## config.mk

```make
export PLATFORM = sky130hd
export DESIGN_NAME = glyph_cell_rasterizer_5x5_unit_flat
export DESIGN_NICKNAME = d
export VERILOG_FILES = /design/src/hdl/gcr_pkg.sv /design/src/hdl/gcr_if.sv /design/src/hdl/gcr_cfg_regs.sv /design/src/hdl/gcr_cell_seq.sv /design/src/hdl/gcr_cell_calc.sv /design/src/hdl/glyph_cell_rasterizer_5x5_unit.sv /design/src/flat_wrapper.sv
export VERILOG_INCLUDE_DIRS = /design/src /design/src/hdl
export SDC_FILE = /design/constraint.sdc
export NUM_CORES = 1
export LEC_CHECK = 0
export BUFFER_PORTS_ARGS = -buffer_cell sky130_fd_sc_hd__buf_2
export CAP_MARGIN = 20
export CORE_MARGIN = 3
export CORE_UTILIZATION = 45
export DETAILED_ROUTE_END_ITERATION = 6
export PLACE_DENSITY = 0.68
export SETUP_SLACK_MARGIN = 0.05
export SLEW_MARGIN = 10
export SYNTH_ARGS = -nofsm -noshare
export SYNTH_HDL_FRONTEND = slang
export SYNTH_HIERARCHICAL = 1
export SYNTH_SLANG_ARGS = --single-unit
```

## constraint.sdc

```tcl
create_clock -name clk -period 13.3 [get_ports clk]
set_input_delay 0.665 -clock clk [delete_from_list [all_inputs] [get_ports clk]]
set_output_delay 0.665 -clock clk [all_outputs]
set_load 0.03 [all_outputs]
```

## src/hdl/glyph_cell_rasterizer_5x5_unit_assert.svh

```systemverilog
// Assertion macros for the glyph cell rasterizer.
// Included by the top level; depends on nothing else.
`ifndef GLYPH_CELL_RASTERIZER_5X5_UNIT_ASSERT_SVH
`define GLYPH_CELL_RASTERIZER_5X5_UNIT_ASSERT_SVH
`ifndef ASSERT_OFF
`define GCR_ASSERT_IMP(label, clk, rst, ante, cons) \
  label: assert property (@(posedge clk) disable iff (rst) (ante) |-> (cons)) \
    else $error("gcr assertion failed");
`define GCR_ASSERT_NXT(label, clk, rst, ante, cons) \
  label: assert property (@(posedge clk) disable iff (rst) (ante) |=> (cons)) \
    else $error("gcr assertion failed");
`else
`define GCR_ASSERT_IMP(label, clk, rst, ante, cons)
`define GCR_ASSERT_NXT(label, clk, rst, ante, cons)
`endif
`endif

```

## src/hdl/gcr_pkg.sv

```systemverilog
// Package of the glyph cell rasterizer: widths, glyph ROM, shared structs.
// Used by the interfaces and by every module; depends on nothing.
`timescale 1ns / 1ps

package gcr_pkg;

  localparam int COORD_BITS = 12;
  localparam int SPAN_BITS = COORD_BITS + 2;
  localparam int PIX_BITS = 11;
  localparam int FRAME_BITS = 12;
  localparam int COLOR_BITS = 16;
  localparam int ZOOM_BITS = 4;
  localparam int CODE_BITS = 8;
  localparam int GLYPH_SIDE = 5;
  localparam int GLYPH_CELLS = GLYPH_SIDE * GLYPH_SIDE;
  localparam int GLYPH_COUNT = 41;
  localparam int MAX_ZOOM = 15;
  localparam int FRAME_LIMIT = 2048;
  localparam int FRAME_RESET = 128;
  localparam int CASE_FOLD = 32;
  localparam int APB_DATA_BITS = 32;
  localparam int APB_ADDR_BITS = 3;

  localparam logic REG_FRAME_WIDTH = 1'b0;
  localparam logic REG_FRAME_HEIGHT = 1'b1;

  localparam logic [CODE_BITS-1:0] GLYPH_CODE [GLYPH_COUNT] = '{
    8'h20, 8'h2B, 8'h2D, 8'h2E, 8'h25, 8'h30, 8'h31, 8'h32, 8'h33, 8'h34,
    8'h35, 8'h36, 8'h37, 8'h38, 8'h39, 8'h56, 8'h41, 8'h42, 8'h43, 8'h44,
    8'h45, 8'h46, 8'h47, 8'h48, 8'h49, 8'h4A, 8'h4B, 8'h4C, 8'h4D, 8'h4E,
    8'h4F, 8'h50, 8'h51, 8'h52, 8'h53, 8'h54, 8'h55, 8'h57, 8'h58, 8'h59,
    8'h5A
  };

  // Each glyph is five pixel rows; bit b of a row is pixel column 4-b.
  localparam logic [GLYPH_SIDE-1:0] GLYPH_COLS [GLYPH_COUNT][GLYPH_SIDE] = '{
    '{5'h00, 5'h00, 5'h00, 5'h00, 5'h00}, '{5'h00, 5'h04, 5'h0E, 5'h04, 5'h00},
    '{5'h00, 5'h00, 5'h0E, 5'h00, 5'h00}, '{5'h00, 5'h00, 5'h00, 5'h00, 5'h06},
    '{5'h19, 5'h0A, 5'h04, 5'h0A, 5'h13}, '{5'h0E, 5'h11, 5'h11, 5'h11, 5'h0E},
    '{5'h04, 5'h0C, 5'h04, 5'h04, 5'h0E}, '{5'h0E, 5'h02, 5'h04, 5'h08, 5'h1F},
    '{5'h0E, 5'h02, 5'h06, 5'h02, 5'h0E}, '{5'h11, 5'h11, 5'h1F, 5'h02, 5'h02},
    '{5'h1F, 5'h10, 5'h1E, 5'h01, 5'h1E}, '{5'h0E, 5'h10, 5'h1E, 5'h11, 5'h0E},
    '{5'h1F, 5'h01, 5'h04, 5'h08, 5'h08}, '{5'h0E, 5'h11, 5'h0E, 5'h11, 5'h0E},
    '{5'h0E, 5'h11, 5'h0F, 5'h01, 5'h0E}, '{5'h11, 5'h11, 5'h0A, 5'h0A, 5'h04},
    '{5'h0E, 5'h11, 5'h1F, 5'h11, 5'h11}, '{5'h1E, 5'h11, 5'h1E, 5'h11, 5'h1E},
    '{5'h0E, 5'h11, 5'h10, 5'h11, 5'h0E}, '{5'h1C, 5'h12, 5'h11, 5'h12, 5'h1C},
    '{5'h1F, 5'h10, 5'h1E, 5'h10, 5'h1F}, '{5'h1F, 5'h10, 5'h1E, 5'h10, 5'h10},
    '{5'h0E, 5'h10, 5'h17, 5'h11, 5'h0E}, '{5'h11, 5'h11, 5'h1F, 5'h11, 5'h11},
    '{5'h0E, 5'h04, 5'h04, 5'h04, 5'h0E}, '{5'h07, 5'h02, 5'h02, 5'h12, 5'h0C},
    '{5'h11, 5'h12, 5'h1C, 5'h12, 5'h11}, '{5'h10, 5'h10, 5'h10, 5'h10, 5'h1F},
    '{5'h11, 5'h1B, 5'h15, 5'h11, 5'h11}, '{5'h11, 5'h19, 5'h15, 5'h13, 5'h11},
    '{5'h0E, 5'h11, 5'h11, 5'h11, 5'h0E}, '{5'h1E, 5'h11, 5'h1E, 5'h10, 5'h10},
    '{5'h0E, 5'h11, 5'h15, 5'h12, 5'h0D}, '{5'h1E, 5'h11, 5'h1E, 5'h12, 5'h11},
    '{5'h0E, 5'h10, 5'h0E, 5'h01, 5'h1E}, '{5'h1F, 5'h04, 5'h04, 5'h04, 5'h04},
    '{5'h11, 5'h11, 5'h11, 5'h11, 5'h0E}, '{5'h11, 5'h11, 5'h15, 5'h1B, 5'h11},
    '{5'h11, 5'h0A, 5'h04, 5'h0A, 5'h11}, '{5'h11, 5'h0A, 5'h04, 5'h04, 5'h04},
    '{5'h1F, 5'h01, 5'h04, 5'h10, 5'h1F}
  };

  typedef struct packed {
    logic [FRAME_BITS-1:0] width;
    logic [FRAME_BITS-1:0] height;
  } frame_cfg_t;

  typedef struct packed {
    logic valid;
    logic on;
    logic last;
    logic [2:0] col;
    logic [2:0] row;
    logic [ZOOM_BITS-1:0] zoom;
    logic see_through;
    logic signed [COORD_BITS-1:0] origin_x;
    logic signed [COORD_BITS-1:0] origin_y;
    logic [COLOR_BITS-1:0] fore_color;
    logic [COLOR_BITS-1:0] back_color;
  } cell_job_t;

  // Returns the glyph cells with bit col*5+row set for a lit cell.
  function automatic logic [GLYPH_CELLS-1:0] glyph_lookup(input logic [CODE_BITS-1:0] code);
    logic [CODE_BITS-1:0] key;
    logic [GLYPH_CELLS-1:0] bits;
    key = code;
    bits = '0;
    if (code >= 8'h61 && code <= 8'h7A) begin
      key = code - CODE_BITS'(CASE_FOLD);
    end
    for (int i = 0; i < GLYPH_COUNT; i++) begin
      if (GLYPH_CODE[i] == key) begin
        for (int c = 0; c < GLYPH_SIDE; c++) begin
          bits[c*GLYPH_SIDE +: GLYPH_SIDE] = GLYPH_COLS[i][c];
        end
      end
    end
    return bits;
  endfunction

endpackage

```

## src/hdl/gcr_if.sv

```systemverilog
// Request channel interfaces of the glyph cell rasterizer.
// Depends on gcr_pkg for field widths.
`timescale 1ns / 1ps

interface gcr_cmd_if;
  logic valid;
  logic ready;
  logic [gcr_pkg::CODE_BITS-1:0] char_code;
  logic signed [gcr_pkg::COORD_BITS-1:0] origin_x;
  logic signed [gcr_pkg::COORD_BITS-1:0] origin_y;
  logic [gcr_pkg::ZOOM_BITS-1:0] zoom;
  logic [gcr_pkg::COLOR_BITS-1:0] fore_color;
  logic [gcr_pkg::COLOR_BITS-1:0] back_color;
  logic see_through;

  modport source (
    output valid, char_code, origin_x, origin_y, zoom, fore_color, back_color, see_through,
    input ready
  );
  modport sink (
    input valid, char_code, origin_x, origin_y, zoom, fore_color, back_color, see_through,
    output ready
  );
endinterface

interface gcr_cell_if;
  logic valid;
  logic ready;
  logic write_enable;
  logic [gcr_pkg::PIX_BITS-1:0] x_first;
  logic [gcr_pkg::PIX_BITS-1:0] x_final;
  logic [gcr_pkg::PIX_BITS-1:0] y_first;
  logic [gcr_pkg::PIX_BITS-1:0] y_final;
  logic [gcr_pkg::COLOR_BITS-1:0] cell_color;
  logic last_cell;

  modport source (
    output valid, write_enable, x_first, x_final, y_first, y_final, cell_color, last_cell,
    input ready
  );
  modport sink (
    input valid, write_enable, x_first, x_final, y_first, y_final, cell_color, last_cell,
    output ready
  );
endinterface

```

## src/hdl/gcr_cfg_regs.sv

```systemverilog
// APB register file holding the frame width and height.
// Depends on gcr_pkg.
`timescale 1ns / 1ps

module gcr_cfg_regs (
  input  logic clk,
  input  logic rst,
  input  logic psel,
  input  logic penable,
  input  logic pwrite,
  input  logic [gcr_pkg::APB_ADDR_BITS-1:0] paddr,
  input  logic [gcr_pkg::APB_DATA_BITS-1:0] pwdata,
  output logic [gcr_pkg::APB_DATA_BITS-1:0] prdata,
  output logic pready,
  output gcr_pkg::frame_cfg_t frame
);

  logic [gcr_pkg::FRAME_BITS-1:0] frame_width;
  logic [gcr_pkg::FRAME_BITS-1:0] frame_height;
  logic wr_en;
  logic reg_sel;

  assign pready = 1'b1;
  assign reg_sel = paddr[2];
  assign wr_en = psel && penable && pwrite && pready;

  always_ff @(posedge clk) begin
    if (rst) begin
      frame_width <= gcr_pkg::FRAME_BITS'(gcr_pkg::FRAME_RESET);
      frame_height <= gcr_pkg::FRAME_BITS'(gcr_pkg::FRAME_RESET);
    end else if (wr_en) begin
      unique case (reg_sel)
        gcr_pkg::REG_FRAME_WIDTH: frame_width <= pwdata[gcr_pkg::FRAME_BITS-1:0];
        gcr_pkg::REG_FRAME_HEIGHT: frame_height <= pwdata[gcr_pkg::FRAME_BITS-1:0];
        default: ;
      endcase
    end
  end

  always_comb begin
    unique case (reg_sel)
      gcr_pkg::REG_FRAME_WIDTH:
        prdata = {{(gcr_pkg::APB_DATA_BITS-gcr_pkg::FRAME_BITS){1'b0}}, frame_width};
      gcr_pkg::REG_FRAME_HEIGHT:
        prdata = {{(gcr_pkg::APB_DATA_BITS-gcr_pkg::FRAME_BITS){1'b0}}, frame_height};
      default: prdata = '0;
    endcase
  end

  assign frame.width = frame_width;
  assign frame.height = frame_height;

endmodule

```

## src/hdl/gcr_cell_seq.sv

```systemverilog
// Command register and cell walker: looks up the glyph and steps through its 25 cells.
// Depends on gcr_pkg and gcr_cmd_if.
`timescale 1ns / 1ps

module gcr_cell_seq (
  input  logic clk,
  input  logic rst,
  gcr_cmd_if.sink cmd,
  input  logic take,
  output gcr_pkg::cell_job_t job
);

  logic busy;
  logic [2:0] col;
  logic [2:0] row;
  logic [gcr_pkg::GLYPH_CELLS-1:0] held_glyph_bits;
  logic signed [gcr_pkg::COORD_BITS-1:0] held_x;
  logic signed [gcr_pkg::COORD_BITS-1:0] held_y;
  logic [gcr_pkg::ZOOM_BITS-1:0] held_zoom;
  logic held_see;
  logic [gcr_pkg::COLOR_BITS-1:0] held_fore;
  logic [gcr_pkg::COLOR_BITS-1:0] held_back;
  logic row_end;
  logic last;
  logic accept;
  logic [gcr_pkg::ZOOM_BITS-1:0] zoom_sat;

  assign row_end = (row == 3'(gcr_pkg::GLYPH_SIDE - 1));
  assign last = row_end && (col == 3'(gcr_pkg::GLYPH_SIDE - 1));
  assign cmd.ready = !busy || (take && last);
  assign accept = cmd.valid && cmd.ready;
  assign zoom_sat = (cmd.zoom > gcr_pkg::ZOOM_BITS'(gcr_pkg::MAX_ZOOM)) ?
                    gcr_pkg::ZOOM_BITS'(gcr_pkg::MAX_ZOOM) : cmd.zoom;

  always_ff @(posedge clk) begin
    if (rst) begin
      busy <= 1'b0;
      col <= '0;
      row <= '0;
    end else if (accept) begin
      busy <= 1'b1;
      col <= '0;
      row <= '0;
    end else if (take) begin
      if (last) begin
        busy <= 1'b0;
      end
      if (row_end) begin
        row <= '0;
        col <= col + 3'd1;
      end else begin
        row <= row + 3'd1;
      end
    end
  end

  // The glyph bits shift down one place per cell, so bit 0 is always the current cell.
  always_ff @(posedge clk) begin
    if (accept) begin
      held_glyph_bits <= gcr_pkg::glyph_lookup(cmd.char_code);
      held_x <= cmd.origin_x;
      held_y <= cmd.origin_y;
      held_zoom <= zoom_sat;
      held_see <= cmd.see_through;
      held_fore <= cmd.fore_color;
      held_back <= cmd.back_color;
    end else if (take) begin
      held_glyph_bits <= held_glyph_bits >> 1;
    end
  end

  always_comb begin
    job.valid = busy;
    job.on = held_glyph_bits[0];
    job.last = last;
    job.col = col;
    job.row = row;
    job.zoom = held_zoom;
    job.see_through = held_see;
    job.origin_x = held_x;
    job.origin_y = held_y;
    job.fore_color = held_fore;
    job.back_color = held_back;
  end

endmodule

```

## src/hdl/gcr_cell_calc.sv

```systemverilog
// Places and clips one cell block and holds it in the result register.
// Depends on gcr_pkg and gcr_cell_if.
`timescale 1ns / 1ps

module gcr_cell_calc (
  input  logic clk,
  input  logic rst,
  input  gcr_pkg::cell_job_t job,
  input  gcr_pkg::frame_cfg_t frame,
  output logic take,
  gcr_cell_if.source cells
);

  localparam int SB = gcr_pkg::SPAN_BITS;
  localparam int PB = gcr_pkg::PIX_BITS;
  localparam int FB = gcr_pkg::FRAME_BITS;
  localparam int OFF_BITS = 7;
  localparam logic signed [SB-1:0] SPAN_ONE = SB'(1);

  typedef struct packed {
    logic ok;
    logic [PB-1:0] lo;
    logic [PB-1:0] hi;
  } span_t;

  function automatic span_t clip_span(input logic signed [SB-1:0] lo,
                                      input logic signed [SB-1:0] hi,
                                      input logic [FB-1:0] lim);
    logic signed [SB-1:0] lim_s;
    logic [FB-1:0] lim_m1;
    span_t r;
    lim_s = $signed({{(SB-FB){1'b0}}, lim});
    lim_m1 = lim - FB'(1);
    r.ok = (lim != '0) && !hi[SB-1] && (lo < lim_s);
    r.lo = lo[SB-1] ? '0 : lo[PB-1:0];
    r.hi = (hi >= lim_s) ? lim_m1[PB-1:0] : hi[PB-1:0];
    return r;
  endfunction

  logic [FB-1:0] lim_x;
  logic [FB-1:0] lim_y;
  logic [2:0] flip_row;
  logic [OFF_BITS-1:0] x_off;
  logic [OFF_BITS-1:0] y_off;
  logic signed [SB-1:0] zoom_s;
  logic signed [SB-1:0] x_lo;
  logic signed [SB-1:0] x_hi;
  logic signed [SB-1:0] y_lo;
  logic signed [SB-1:0] y_hi;
  span_t span_x;
  span_t span_y;
  logic we_next;

  logic out_valid;
  logic out_we;
  logic [PB-1:0] out_x_first;
  logic [PB-1:0] out_x_final;
  logic [PB-1:0] out_y_first;
  logic [PB-1:0] out_y_final;
  logic [gcr_pkg::COLOR_BITS-1:0] out_color;
  logic out_last;

  assign take = job.valid && (!out_valid || cells.ready);

  always_comb begin
    lim_x = (frame.width > FB'(gcr_pkg::FRAME_LIMIT)) ? FB'(gcr_pkg::FRAME_LIMIT) : frame.width;
    lim_y = (frame.height > FB'(gcr_pkg::FRAME_LIMIT)) ? FB'(gcr_pkg::FRAME_LIMIT) : frame.height;
    flip_row = 3'(gcr_pkg::GLYPH_SIDE - 1) - job.row;
    x_off = {4'b0, flip_row} * {3'b0, job.zoom};
    y_off = {4'b0, job.col} * {3'b0, job.zoom};
    zoom_s = $signed({{(SB-gcr_pkg::ZOOM_BITS){1'b0}}, job.zoom});
    x_lo = SB'(job.origin_x) + $signed({{(SB-OFF_BITS){1'b0}}, x_off});
    y_lo = SB'(job.origin_y) + $signed({{(SB-OFF_BITS){1'b0}}, y_off});
    x_hi = x_lo + zoom_s - SPAN_ONE;
    y_hi = y_lo + zoom_s - SPAN_ONE;
    span_x = clip_span(x_lo, x_hi, lim_x);
    span_y = clip_span(y_lo, y_hi, lim_y);
    we_next = (job.zoom != '0) && (job.on || !job.see_through) && span_x.ok && span_y.ok;
  end

  always_ff @(posedge clk) begin
    if (rst) begin
      out_valid <= 1'b0;
    end else if (take) begin
      out_valid <= 1'b1;
    end else if (cells.ready) begin
      out_valid <= 1'b0;
    end
  end

  always_ff @(posedge clk) begin
    if (take) begin
      out_we <= we_next;
      out_x_first <= we_next ? span_x.lo : '0;
      out_x_final <= we_next ? span_x.hi : '0;
      out_y_first <= we_next ? span_y.lo : '0;
      out_y_final <= we_next ? span_y.hi : '0;
      out_color <= we_next ? (job.on ? job.fore_color : job.back_color) : '0;
      out_last <= job.last;
    end
  end

  assign cells.valid = out_valid;
  assign cells.write_enable = out_we;
  assign cells.x_first = out_x_first;
  assign cells.x_final = out_x_final;
  assign cells.y_first = out_y_first;
  assign cells.y_final = out_y_final;
  assign cells.cell_color = out_color;
  assign cells.last_cell = out_last;

endmodule

```

## src/hdl/glyph_cell_rasterizer_5x5_unit.sv

```systemverilog
// Top level of the 5x5 glyph cell rasterizer.
// Depends on gcr_pkg, gcr_if, gcr_cfg_regs, gcr_cell_seq, gcr_cell_calc and the assert header.
//
//   channel  | dir | handshake             | carries
//   ---------+-----+-----------------------+--------------------------------------------
//   cmd      | in  | valid / ready         | char_code, origin, zoom, colors, see_through
//   cells    | out | valid / ready         | write_enable, clipped block, color, last_cell
//   apb      | in  | psel, penable, pready | frame_width, frame_height
//
// Each request produces 25 cell results, one per cycle while the sink is ready.
// The next request is taken in the cycle the 25th cell enters the result register,
// so requests can follow each other without a gap.
// The result register decouples the sides; a stalled sink holds the cell walker.
// Reset is synchronous and leaves both frame registers at 128.
`timescale 1ns / 1ps
`include "glyph_cell_rasterizer_5x5_unit_assert.svh"

module glyph_cell_rasterizer_5x5_unit (
  input  logic clk,
  input  logic rst,
  gcr_cmd_if.sink cmd,
  gcr_cell_if.source cells,
  input  logic psel,
  input  logic penable,
  input  logic pwrite,
  input  logic [gcr_pkg::APB_ADDR_BITS-1:0] paddr,
  input  logic [gcr_pkg::APB_DATA_BITS-1:0] pwdata,
  output logic [gcr_pkg::APB_DATA_BITS-1:0] prdata,
  output logic pready
);

  gcr_pkg::frame_cfg_t frame;
  gcr_pkg::cell_job_t job;
  logic take;

  gcr_cfg_regs u_cfg (
    .clk(clk),
    .rst(rst),
    .psel(psel),
    .penable(penable),
    .pwrite(pwrite),
    .paddr(paddr),
    .pwdata(pwdata),
    .prdata(prdata),
    .pready(pready),
    .frame(frame)
  );

  gcr_cell_seq u_seq (
    .clk(clk),
    .rst(rst),
    .cmd(cmd),
    .take(take),
    .job(job)
  );

  gcr_cell_calc u_calc (
    .clk(clk),
    .rst(rst),
    .job(job),
    .frame(frame),
    .take(take),
    .cells(cells)
  );

  `GCR_ASSERT_IMP(a_cmd_only_at_end, clk, rst, cmd.valid && cmd.ready && job.valid,
                  job.last && take)
  `GCR_ASSERT_NXT(a_last_cell_out, clk, rst, take && job.last,
                  cells.valid && cells.last_cell)
  `GCR_ASSERT_IMP(a_block_ordered, clk, rst, cells.valid && cells.write_enable,
                  cells.x_first <= cells.x_final && cells.y_first <= cells.y_final)

endmodule
```

## src/flat_wrapper.sv

```systemverilog
// flat-port wrapper written by rule: the top's interface ports become plain ports
module glyph_cell_rasterizer_5x5_unit_flat 
  (clk, rst, psel, penable, pwrite, paddr, pwdata, prdata, pready, cmd_valid, cmd_char_code, cmd_origin_x, cmd_origin_y, cmd_zoom, cmd_fore_color, cmd_back_color, cmd_see_through, cmd_ready, cells_valid, cells_write_enable, cells_x_first, cells_x_final, cells_y_first, cells_y_final, cells_cell_color, cells_last_cell, cells_ready);
  gcr_cmd_if cmd_i ();
  gcr_cell_if cells_i ();
  input  logic clk;
  input  logic rst;
  input  logic psel;
  input  logic penable;
  input  logic pwrite;
  input  logic [gcr_pkg::APB_ADDR_BITS-1:0] paddr;
  input  logic [gcr_pkg::APB_DATA_BITS-1:0] pwdata;
  output logic [gcr_pkg::APB_DATA_BITS-1:0] prdata;
  output logic pready;
  input wire logic [$bits(cmd_i.valid)-1:0] cmd_valid;
  input wire logic [$bits(cmd_i.char_code)-1:0] cmd_char_code;
  input wire logic [$bits(cmd_i.origin_x)-1:0] cmd_origin_x;
  input wire logic [$bits(cmd_i.origin_y)-1:0] cmd_origin_y;
  input wire logic [$bits(cmd_i.zoom)-1:0] cmd_zoom;
  input wire logic [$bits(cmd_i.fore_color)-1:0] cmd_fore_color;
  input wire logic [$bits(cmd_i.back_color)-1:0] cmd_back_color;
  input wire logic [$bits(cmd_i.see_through)-1:0] cmd_see_through;
  output wire logic [$bits(cmd_i.ready)-1:0] cmd_ready;
  output wire logic [$bits(cells_i.valid)-1:0] cells_valid;
  output wire logic [$bits(cells_i.write_enable)-1:0] cells_write_enable;
  output wire logic [$bits(cells_i.x_first)-1:0] cells_x_first;
  output wire logic [$bits(cells_i.x_final)-1:0] cells_x_final;
  output wire logic [$bits(cells_i.y_first)-1:0] cells_y_first;
  output wire logic [$bits(cells_i.y_final)-1:0] cells_y_final;
  output wire logic [$bits(cells_i.cell_color)-1:0] cells_cell_color;
  output wire logic [$bits(cells_i.last_cell)-1:0] cells_last_cell;
  input wire logic [$bits(cells_i.ready)-1:0] cells_ready;
  assign cmd_i.valid = cmd_valid;
  assign cmd_i.char_code = cmd_char_code;
  assign cmd_i.origin_x = cmd_origin_x;
  assign cmd_i.origin_y = cmd_origin_y;
  assign cmd_i.zoom = cmd_zoom;
  assign cmd_i.fore_color = cmd_fore_color;
  assign cmd_i.back_color = cmd_back_color;
  assign cmd_i.see_through = cmd_see_through;
  assign cmd_ready = cmd_i.ready;
  assign cells_valid = cells_i.valid;
  assign cells_write_enable = cells_i.write_enable;
  assign cells_x_first = cells_i.x_first;
  assign cells_x_final = cells_i.x_final;
  assign cells_y_first = cells_i.y_first;
  assign cells_y_final = cells_i.y_final;
  assign cells_cell_color = cells_i.cell_color;
  assign cells_last_cell = cells_i.last_cell;
  assign cells_i.ready = cells_ready;
  glyph_cell_rasterizer_5x5_unit u_core (.clk(clk), .rst(rst), .cmd(cmd_i), .cells(cells_i), .psel(psel), .penable(penable), .pwrite(pwrite), .paddr(paddr), .pwdata(pwdata), .prdata(prdata), .pready(pready));
endmodule
```

==> results.ini, run 1 <==
[run_status]
status=complete, but fails checks
violations=design-rule violations

[sta]
rsz0062_at_grt=no
finalHoldViolations=0
fin_tns_setup_ns=0
fmax_mhz=124
fin_crit_sh_pct=60.8
worst_pin_slew_ns=1.08
slew_viol_final=0
finClkSkew_ns=0.0206
timing.final.ws_setup_ns=5.22
max_slew_margin_pct=27.9
finalSetupViolCount=0
fin_crit_ns=8.08

[clock_network]
ctsLongestPathBuffers=2
htree_levels=4
numCtsBuffers=17
insertion_delay_ns=0.44
cts_resized=0
hold_buffers=0
cts-root-buf=clkbuf_16
cts_tree=done
cts.sinks=180
cts_setup_buffers=0
clk_pin_slew_ns=0.08

[critical_path]
start_kind=flip-flop
critPathBufInv=4
cpMaxStageDelayCell=a2111oi_0
path_depth=31
cp.required_ns=13.57
reg2regPathDepth=31
critical_path_class=flip-flop to flip-flop
crit_arrival_ns=8.35
endpoint_kind=flip-flop
cpMostUsedCell=ha_1
worstPathMaxFanout=9
cpLargestDelayFamily=compound AO/OA/AOI/OAI gates
max_stage_delay_ns=0.61

[route]
drt-vias-per-instance=5.87
dr.pass1.iters=7
dr_total_vias=11200
ant_nets=0
wirelength_um=35800
drcViolationCount=1
drt-initial-drc-count=1070
routedWlPerCell_um=18.8

[die]
rows=62
dieArea_um2=31700
die_h_um=178
die_w_um=178
io_pins=208
core_region_area_um2=28900
start_util_pct=46.0

[grt]
grt_first_pass_wirelength_um=56500
gr-total-overflow=0
grt_use_total_pct=22.4
first_global_vias=10700
antenna_found_initial=1
grt_max_degree=78

[power_and_ir_drop]
power_density_nw_per_um2=123
leakagePower_uw=0.00627
ir_drop_uv=81.6
power_uw=1840

[cells_and_area]
layout_common_cells=buf_2 (164), edfxtp_1 (148), nor2_1 (121), nand2_1 (106), ha_1 (103)
utilization_pct=51.5
drive_gt1_share_pct=17.1
layout_commonest_cell=buf_2
nNetsFinal=1735
layout.filler_cells=2663
syn2layout_area_growth_pct=12.0

[logic_synthesis]
synth_ff_type=edfxtp_1
netlist_instances=1393
netlist_area_um2=13300
yosys_warnings=6
synth_seq_area_share_pct=38.2
ys_ff_latch=180
synth_edf_count=148
syn_avg_cell_area_um2=9.55
synth.distinct_cells=97
ys_async_sr_fraction_pct=0

[flow_run]
drv_cap=0

[hold_path]
worstHoldPathCells=1
hold_path.class=primary input to flip-flop

[placed_design]
io_buffers=164
dpl.hpwl_um=26400
dp_slack_ns=5.25
gp_congestion=0.941

==> state kept, by name, summed over array words and instances (netlist names) <==
| signal | cells |
|---|---|
| u_core/u_calc/cells.x_first | 11 |
| u_core/u_calc/cells.last_cell | 1 |
| u_core/u_calc/cells.y_first | 11 |
| u_core/u_calc/cells.valid | 1 |
| u_core/u_seq/held_zoom | 4 |
| u_core/u_calc/cells.cell_color | 16 |
| u_core/u_seq/col | 3 |
| u_core/u_cfg/frame_height | 12 |
| u_core/u_seq/held_x | 12 |
| u_core/u_cfg/frame_width | 12 |
| u_core/u_seq/held_back | 16 |
| u_core/u_seq/held_fore | 16 |
| u_core/u_calc/cells.x_final | 11 |
| u_core/u_calc/cells.write_enable | 1 |
| u_core/u_seq/row | 3 |
| u_core/u_seq/held_glyph_bits | 25 |
| u_core/u_seq/held_y | 12 |
| u_core/u_seq/held_see | 1 |
| u_core/u_seq/busy | 1 |
| u_core/u_calc/cells.y_final | 11 |
==> synthesized netlist by cell type, drive strengths merged (24+ instances only) <==
| library cell | number | area, um^2 |
|---|---|---|
| a211oi | 24 | 203 |
| ha | 103 | 1290 |
| clkbuf | 43 | 163 |
| nor2 | 121 | 454 |
| nand2b | 55 | 344 |
| buf | 52 | 354 |
| nand2 | 106 | 398 |
| mux2i | 52 | 521 |
| xnor2 | 38 | 333 |
| o21ai | 67 | 335 |
| inv | 91 | 342 |
| nor3 | 28 | 140 |
| edfxtp | 148 | 4440 |
| dfxtp | 32 | 641 |
| a21oi | 83 | 419 |
==> report_power, final <==
group / total (uW) / internal (uW) / switching [uW]
clock network: 521 / 258 / 263
logic: 653 / 246 / 407
registers: 665 / 649 / 15.7
total: 1840 / 1150 / 686
==> final timing paths <==
kind                                                                 from                                            to  slack [ns]
worst max-delay path                     u_core/u_seq/row[0]$_SDFFE_PP0P_  u_core/u_calc/cells.x_final[9]$_SDFFCE_PN0P_        5.22
worst min-delay path                                    cmd_back_color[7]           u_core/u_seq/held_back[7]$_DFFE_PP_        0.39
worst max register to register           u_core/u_seq/row[0]$_SDFFE_PP0P_  u_core/u_calc/cells.x_final[9]$_SDFFCE_PN0P_        5.22
worst min register to register  u_core/u_seq/held_glyph_bits[8]$_DFFE_PP_     u_core/u_seq/held_glyph_bits[7]$_DFFE_PP_        0.53
==> per-layer routing <==
layer  up-vias  GRT usage [%]  part of all wire [%]
met4         0           7.53                   2.4
met1      5373           30.1                    44
li1       5320              -                     -
met3        63           3.74                   6.5
met2       441           36.7                    47
met5         -              0                     0
==> worst reg2reg max path, delay by kind of cell, from the launching register on <==
family                     cells  cell delay, ns
xor gates and xnor gates       4            1.25
buffers and inverters          4            0.37
AOI/OAI and AO/OA             10            2.42
muxes                          2            0.63
adders and majority gates      7            2.27
DFF                            1            0.44
and+or+nand+nor                4            0.52
==> cell families after synthesis <==
logic type | share of synthesized area (%)
simple gates | 16.3
fa+ha+maj | 11.3
xor+xnor | 3.74
compound gates | 18.8
other cells | 0.0564
flops | 38.2
buf+inv | 6.48
mux | 5.13
==> per-stage QoR <==
stage	std cells	hold WS, ns	instance area [um^2]
6_report	1909	0.393	14900
3_5_place_dp	1875	0.492	14300
5_1_grt	1909	0.366	14900
2_1_floorplan	1412	0.458	13400
3_3_place_gp	1874	0.479	14300
4_1_cts	1907	0.374	14900
==> layout make-up <==
type                       count  area, um^2  area share [%]
multi-input combinational   1045        7460            50.1
sequential                   180        5080            34.1
timing repair buffer         175         906            6.08
tap                          384         480            3.22
clock buffer                  17         425            2.85
inverter                      92         347            2.33
clock inverter                15         195            1.31
antenna                        1        2.50          0.0168
Note: power is estimated with default switching activity, not from simulation.
==> run 2, diff against run 1 <==
clock period = 8.27 ns   (was 13.3 ns; I/O delays follow)
==> results.ini, run 2 (same netlist as run 1, synthesis figures left out) <==
[run_status]
status=finished, final reports clean

[clock_network]
htree_levels=4  ; unchanged
insertion_delay_ns=0.44  ; about the same
cts.sinks=180  ; unchanged
numCtsBuffers=17  ; unchanged
ctsLongestPathBuffers=2  ; unchanged
cts_tree=done
hold_buffers=0  ; unchanged
cts-root-buf=clkbuf_16
clk_pin_slew_ns=0.08  ; about the same

[critical_path]
start_kind=flip-flop
crit_path_start=u_core/u_seq/row[0]$_SDFFE_PP0P_
cpMostUsedCell=ha_1
worstPathMaxFanout=10  ; +1
endpoint_kind=flip-flop
rr_startpoint=u_core/u_seq/row[0]$_SDFFE_PP0P_
cpMaxStageDelayCell=a2111oi_0
r2r-end=u_core/u_calc/cells.y_first[1]$_SDFFCE_PP0P_
crit_arrival_ns=7.88  ; -0.47 ns
reg2regPathDepth=27  ; -13%
cp.required_ns=8.51  ; -5.06 ns
max_stage_delay_ns=0.75  ; +0.14 ns
critical_path_class=flip-flop to flip-flop
critPathBufInv=6  ; +2
cpLargestDelayFamily=compound AO/OA/AOI/OAI gates
rrSetupSlack_ns=0.63  ; -4.59 ns

[die]
io_pins=208  ; unchanged
core_region_area_um2=28900  ; unchanged
dieArea_um2=31700  ; unchanged
start_util_pct=46.0  ; unchanged
rows=62  ; unchanged
die_w_um=178  ; unchanged
die_h_um=178  ; unchanged

[route]
ant_nets=0  ; unchanged
wirelength_um=35700  ; -0.19%
dr_total_vias=11100  ; -0.64%
drt-vias-per-instance=5.80  ; -1.1%
dr.pass1.iters=6  ; -1
routedWlPerCell_um=18.6  ; -0.66%
drt-initial-drc-count=1034  ; -3.4%
drcViolationCount=0  ; -1

[sta]
fin_tns_setup_ns=0  ; unchanged
worst_pin_slew_ns=1.11  ; +0.0336 ns
fin_crit_ns=7.64  ; -0.437 ns
finClkSkew_ns=0.0162  ; -0.00438 ns
slew_viol_final=0  ; unchanged
max_slew_margin_pct=25.7  ; -2.2 points
rsz0062_at_grt=no
fmax_mhz=131  ; +5.7%
finalHoldViolations=0  ; unchanged
finalSetupViolCount=0  ; unchanged
fin_crit_sh_pct=92.4  ; +32 points

[cells_and_area]
layout_commonest_cell=buf_2
syn2layout_area_growth_pct=12.4
layout.filler_cells=2688  ; +0.94%
finalNonFillerCells=1918  ; +0.47%
multi_input_area_um2=7470  ; about the same
layout_common_cells=buf_2 (164), edfxtp_1 (148), nor2_1 (121), nand2_1 (106), ha_1 (103)
largest_register=u_core/u_seq/held_glyph_bits
largest_reg_flops=25  ; unchanged
ff_latch_area_um2=5080  ; unchanged
nNetsFinal=1744  ; +0.52%
drive_gt1_share_pct=17.5  ; +0.49 points

[hold_path]
hold_path.class=primary input to flip-flop
worstHoldPathCells=1  ; unchanged
holdCritStartpoint=cmd_fore_color[14]
hold_end=u_core/u_seq/held_fore[14]$_DFFE_PP_

[placed_design]
io_buffers=164  ; unchanged
dpl.hpwl_um=26200  ; -0.60%
placed_cells=1883  ; +0.43%
gp_congestion=0.914  ; -2.8%

[power_and_ir_drop]
power_density_nw_per_um2=197  ; +60%
ir_drop_uv=119  ; +46%
leakagePower_uw=0.00631  ; +0.61%

[grt]
antenna_found_initial=3  ; +2
grt_use_total_pct=22.5  ; +0.071 points
grt_max_degree=74  ; -5.1%
grt_first_pass_wirelength_um=56500  ; +0.12%
gr-total-overflow=0  ; unchanged
first_global_vias=10500  ; -2.1%

[flow_run]
drv_cap=0  ; unchanged

## run 2: cell types whose count changed in the layout (fill, tap and decap cells not counted)
cell	delta
nand2b_1	+1
a2111oi_0	-1
clkbuf_4	-1
inv_8	+3
clkdlybuf4s18_2	-1
mux2i_1	-1
inv_12	-2
a2111oi_1	+1
mux2i_2	+1
clkinv_8	-1
buf_4	+11
nand2b_2	-1
## run 2: timing repair
item | 4_1_cts | 5_1_grt
endpoints found under the setup margin | 0 | 11
hold endpoints to repair | 0 | 0
setup buffers | 0 | 2
resized for setup | 0 | 2
## run 2: worst max-delay path by stage
stage | cells after the start | to
2_1_floorplan | 10 | u_core/u_seq/held_glyph_bits[19]$_DFFE_PP_
3_3_place_gp | 27 | u_core/u_calc/cells.y_first[4]$_SDFFCE_PP0P_
3_5_place_dp | 31 | u_core/u_calc/cells.x_final[9]$_SDFFCE_PN0P_
4_1_cts | 31 | u_core/u_calc/cells.x_final[9]$_SDFFCE_PN0P_
5_1_grt | 31 | u_core/u_calc/cells.x_final[9]$_SDFFCE_PN0P_
6_report | 27 | u_core/u_calc/cells.y_first[1]$_SDFFCE_PP0P_
## run 2: layout make-up
cell class	count	area share, %
multi-input cells	1045	49.9
flip-flops and latches	180	34.0
repair buffers	184	6.49
well taps	384	3.21
clock buffers	17	2.84
inverters	92	2.32
clock inverters	15	1.20
diodes	1	0.0167
## run 2: metal layers
layer | part of all wire, % | global-route usage [%] | up-vias
met1 | 45 | 31.1 | 5273
met3 | 6.0 | 3.83 | 71
met2 | 46 | 35.7 | 435
met4 | 2.8 | 7.62 | 4
li1 | - | - | 5342
met5 | 0.076 | 0 | -
## run 2: through the flow
step	instance area, um^2	power, uW	util [%]	setup slack (ns)	hold slack (ns)
final	15000	2950	51.7	0.626	0.144
after global placement	14300	2090	49.5	0.615	0.488
after CTS	14900	2950	51.6	0.456	0.122
after floorplan	13400	1870	-	0.348	0.458
after global routing	15000	3150	51.7	0.0449	0.117
after detailed placement	14300	2120	49.5	0.500	0.497
## run 2: power breakdown
group	internal, uW	switching (uW)	leakage [uW]
Combinational	408	654	0.00429
Clock	411	410	0.000292
Sequential	1040	25.3	0.00173
Total	1860	1090	0.00631
==> run 3, diff against run 2 <==
CELL_PAD_IN_SITES_DETAIL_PLACEMENT = 1   (was unset)
CELL_PAD_IN_SITES_GLOBAL_PLACEMENT = 2   (was unset)
CORE_UTILIZATION = 36   (was 45)
PLACE_DENSITY = 0.83   (was 0.68)
==> results.ini, run 3 (same netlist as run 1, synthesis figures left out) <==
[power_and_ir_drop]
leakagePower_uw=0.00632  ; +0.19%
power_density_nw_per_um2=200  ; +1.4%
ir_drop_uv=150  ; +26%
switching_share_pct=36.0  ; -0.93 points
pwr-share-seq_pct=35.6  ; -0.6 points
clock_power_share_pct=28.6  ; +0.8 points
p_switching_uw=1080  ; -0.48%
p_comb_share_pct=35.9  ; about the same
internal_power_uw=1930  ; +3.6%

[critical_path]
crit_path_start=u_core/u_seq/row[0]$_SDFFE_PP0P_
reg2regPathDepth=31  ; +15%
start_kind=flip-flop
critical_path_class=flip-flop to flip-flop
max_stage_delay_ns=0.51  ; -0.24 ns
endpoint=u_core/u_calc/cells.x_final[7]$_SDFFCE_PN0P_
crit_arrival_ns=7.77  ; -0.11 ns
rrSetupSlack_ns=0.69  ; +0.07 ns
rr_startpoint=u_core/u_seq/row[0]$_SDFFE_PP0P_
cp.required_ns=8.46  ; -0.05 ns
r2r-end=u_core/u_calc/cells.x_final[7]$_SDFFCE_PN0P_
cpLargestDelayFamily=adder cells
critPathBufInv=4  ; -2
path_depth=31  ; +15%
cpMostUsedCell=ha_1
cpMaxStageDelayCell=a311oi_1
worstPathMaxFanout=7  ; -3
endpoint_kind=flip-flop

[sta]
finClkSkew_ns=0.0150  ; -0.00114 ns
fmax_mhz=132  ; +0.89%
rsz0062_at_grt=no
max_slew_margin_pct=28.1  ; +2.4 points
slew_viol_final=0  ; unchanged
finalSetupViolCount=0  ; unchanged
worst_pin_slew_ns=1.08  ; -0.0360 ns
fin_tns_setup_ns=0  ; unchanged
finalHoldViolations=0  ; unchanged
finalHoldWorstSlack_ns=0.133  ; -0.0108 ns
timing.final.ws_setup_ns=0.693  ; +0.0671 ns
fin_crit_sh_pct=91.6  ; -0.81 points
fin_crit_ns=7.58  ; -0.0671 ns

[route]
drcViolationCount=0  ; unchanged
routedWlPerCell_um=20.0  ; +7.5%
wirelength_um=40000  ; +12%
drt-initial-drc-count=618  ; -40%
drt-vias-per-instance=5.60  ; -3.5%
dr.pass1.iters=5  ; -1
ant_nets=0  ; unchanged
dr_total_vias=11200  ; +0.39%

[die]
rows=69  ; +11%
dieArea_um2=39300  ; +24%
core_region_area_um2=36000  ; +24%
die_h_um=198  ; +11%
io_pins=208  ; unchanged
die_w_um=198  ; +11%
start_util_pct=37.0  ; -9.0 points

[grt]
gr-total-overflow=0  ; unchanged
grt_use_total_pct=20.1  ; -2.4 points
grt_first_pass_wirelength_um=62700  ; +11%
first_global_vias=11500  ; +9.6%
grt_max_degree=70  ; -5.4%
antenna_found_initial=1  ; -2

[run_status]
status=finished, final reports clean

[clock_network]
cts.sinks=180  ; unchanged
insertion_delay_ns=0.45  ; about the same
cts_tree=done
clk_pin_slew_ns=0.08  ; about the same
cts-root-buf=clkbuf_16
ctsLongestPathBuffers=2  ; unchanged
htree_levels=4  ; unchanged
numCtsBuffers=17  ; unchanged

[cells_and_area]
drive_gt1_share_pct=17.5  ; -0.065 points
layout.filler_cells=4145  ; +54%
largest_register=u_core/u_seq/held_glyph_bits
largest_reg_flops=25  ; unchanged
layout_commonest_cell=buf_2
syn2layout_area_growth_pct=13.2
layout_common_cells=buf_2 (164), edfxtp_1 (148), nor2_1 (121), nand2_1 (106), ha_1 (103)
nNetsFinal=1744  ; unchanged

[placed_design]
gp_congestion=0.905  ; -0.98%
dpl.hpwl_um=30100  ; +15%
io_buffers=164  ; unchanged
dp_slack_ns=0.468  ; -0.0320 ns

[flow_run]
drv_cap=0  ; unchanged

[hold_path]
hold_path.class=primary input to flip-flop

-- run 3: area by class of cell --
type	instances	area, um^2	share of cell area, %
clock buffers	20	457	3.03
inverters	92	347	2.30
repair buffers	184	971	6.45
clock inverters	12	159	1.05
diodes	1	2.50	0.0166
well taps	461	577	3.83
flip-flops and latches	180	5080	33.8
multi-input cells	1045	7470	49.6
-- run 3: per-layer routing --
| layer | share of wire (%) | GRT usage, % | vias up |
|---|---|---|---|
| met1 | 45 | 26.3 | 5473 |
| met3 | 4.6 | 3.37 | 61 |
| met2 | 48 | 34.0 | 298 |
| met4 | 2.6 | 6.58 | 2 |
| li1 | - | - | 5334 |
| met5 | 0.018 | 0 | - |
-- run 3: what timing repair did --
item	4_1_cts	5_1_grt
resized for setup	0	1
setup buffers	0	2
endpoints found under the setup margin	0	9
hold buffers	0	0
endpoints found under the hold margin	0	0
-- run 3: metrics by stage --
stage	total power [uW]	util (%)	instance area, um^2	std cells
final	3010	41.8	15100	1995
after detailed placement	2150	40.1	14400	1960
after CTS	3020	41.8	15000	1992
after global placement	2120	40.1	14400	1960
after floorplan	1870	-	13400	1412
after global routing	3200	41.8	15100	1994
-- run 3: power by group through the flow --
stage                     Clock [uW]  Sequential (uW)  Combinational [uW]
after global routing             919             1080                1210
after detailed placement           0             1090                1060
final                            862             1070                1080
after CTS                        885             1070                1070
after global placement             0             1090                1030
after floorplan                    0             1110                 753
-- run 3: worst min path at each step --
stage / start / to / slack (ns) / cells after the start
after CTS: cmd_origin_x[11] / u_core/u_seq/held_x[11]$_DFFE_PP_ / 0.11 / 1
after detailed placement: u_core/u_seq/busy$_SDFFE_PP0P_ / u_core/u_calc/cells.valid$_SDFFE_PP0P_ / 0.50 / 2
after global placement: u_core/u_seq/busy$_SDFFE_PP0P_ / u_core/u_calc/cells.valid$_SDFFE_PP0P_ / 0.47 / 2
after global routing: cmd_back_color[1] / u_core/u_seq/held_back[1]$_DFFE_PP_ / 0.11 / 1
after floorplan: u_core/u_cfg/frame_width[11]$_SDFFE_PP0P_ / u_core/u_cfg/frame_width[11]$_SDFFE_PP0P_ / 0.46 / 2
final: cmd_origin_x[11] / u_core/u_seq/held_x[11]$_DFFE_PP_ / 0.13 / 1
-- run 3: worst reg2reg max path: cells and delay by family, from the launching register on --
family / cells / cell delay [ns]
AOI/OAI and AO/OA: 9 / 2.19
xor gates and xnor gates: 4 / 0.86
adders and majority gates: 7 / 2.25
buffers and inverters: 4 / 0.36
DFF: 1 / 0.46
muxes: 4 / 0.95
and+or+nand+nor: 3 / 0.30
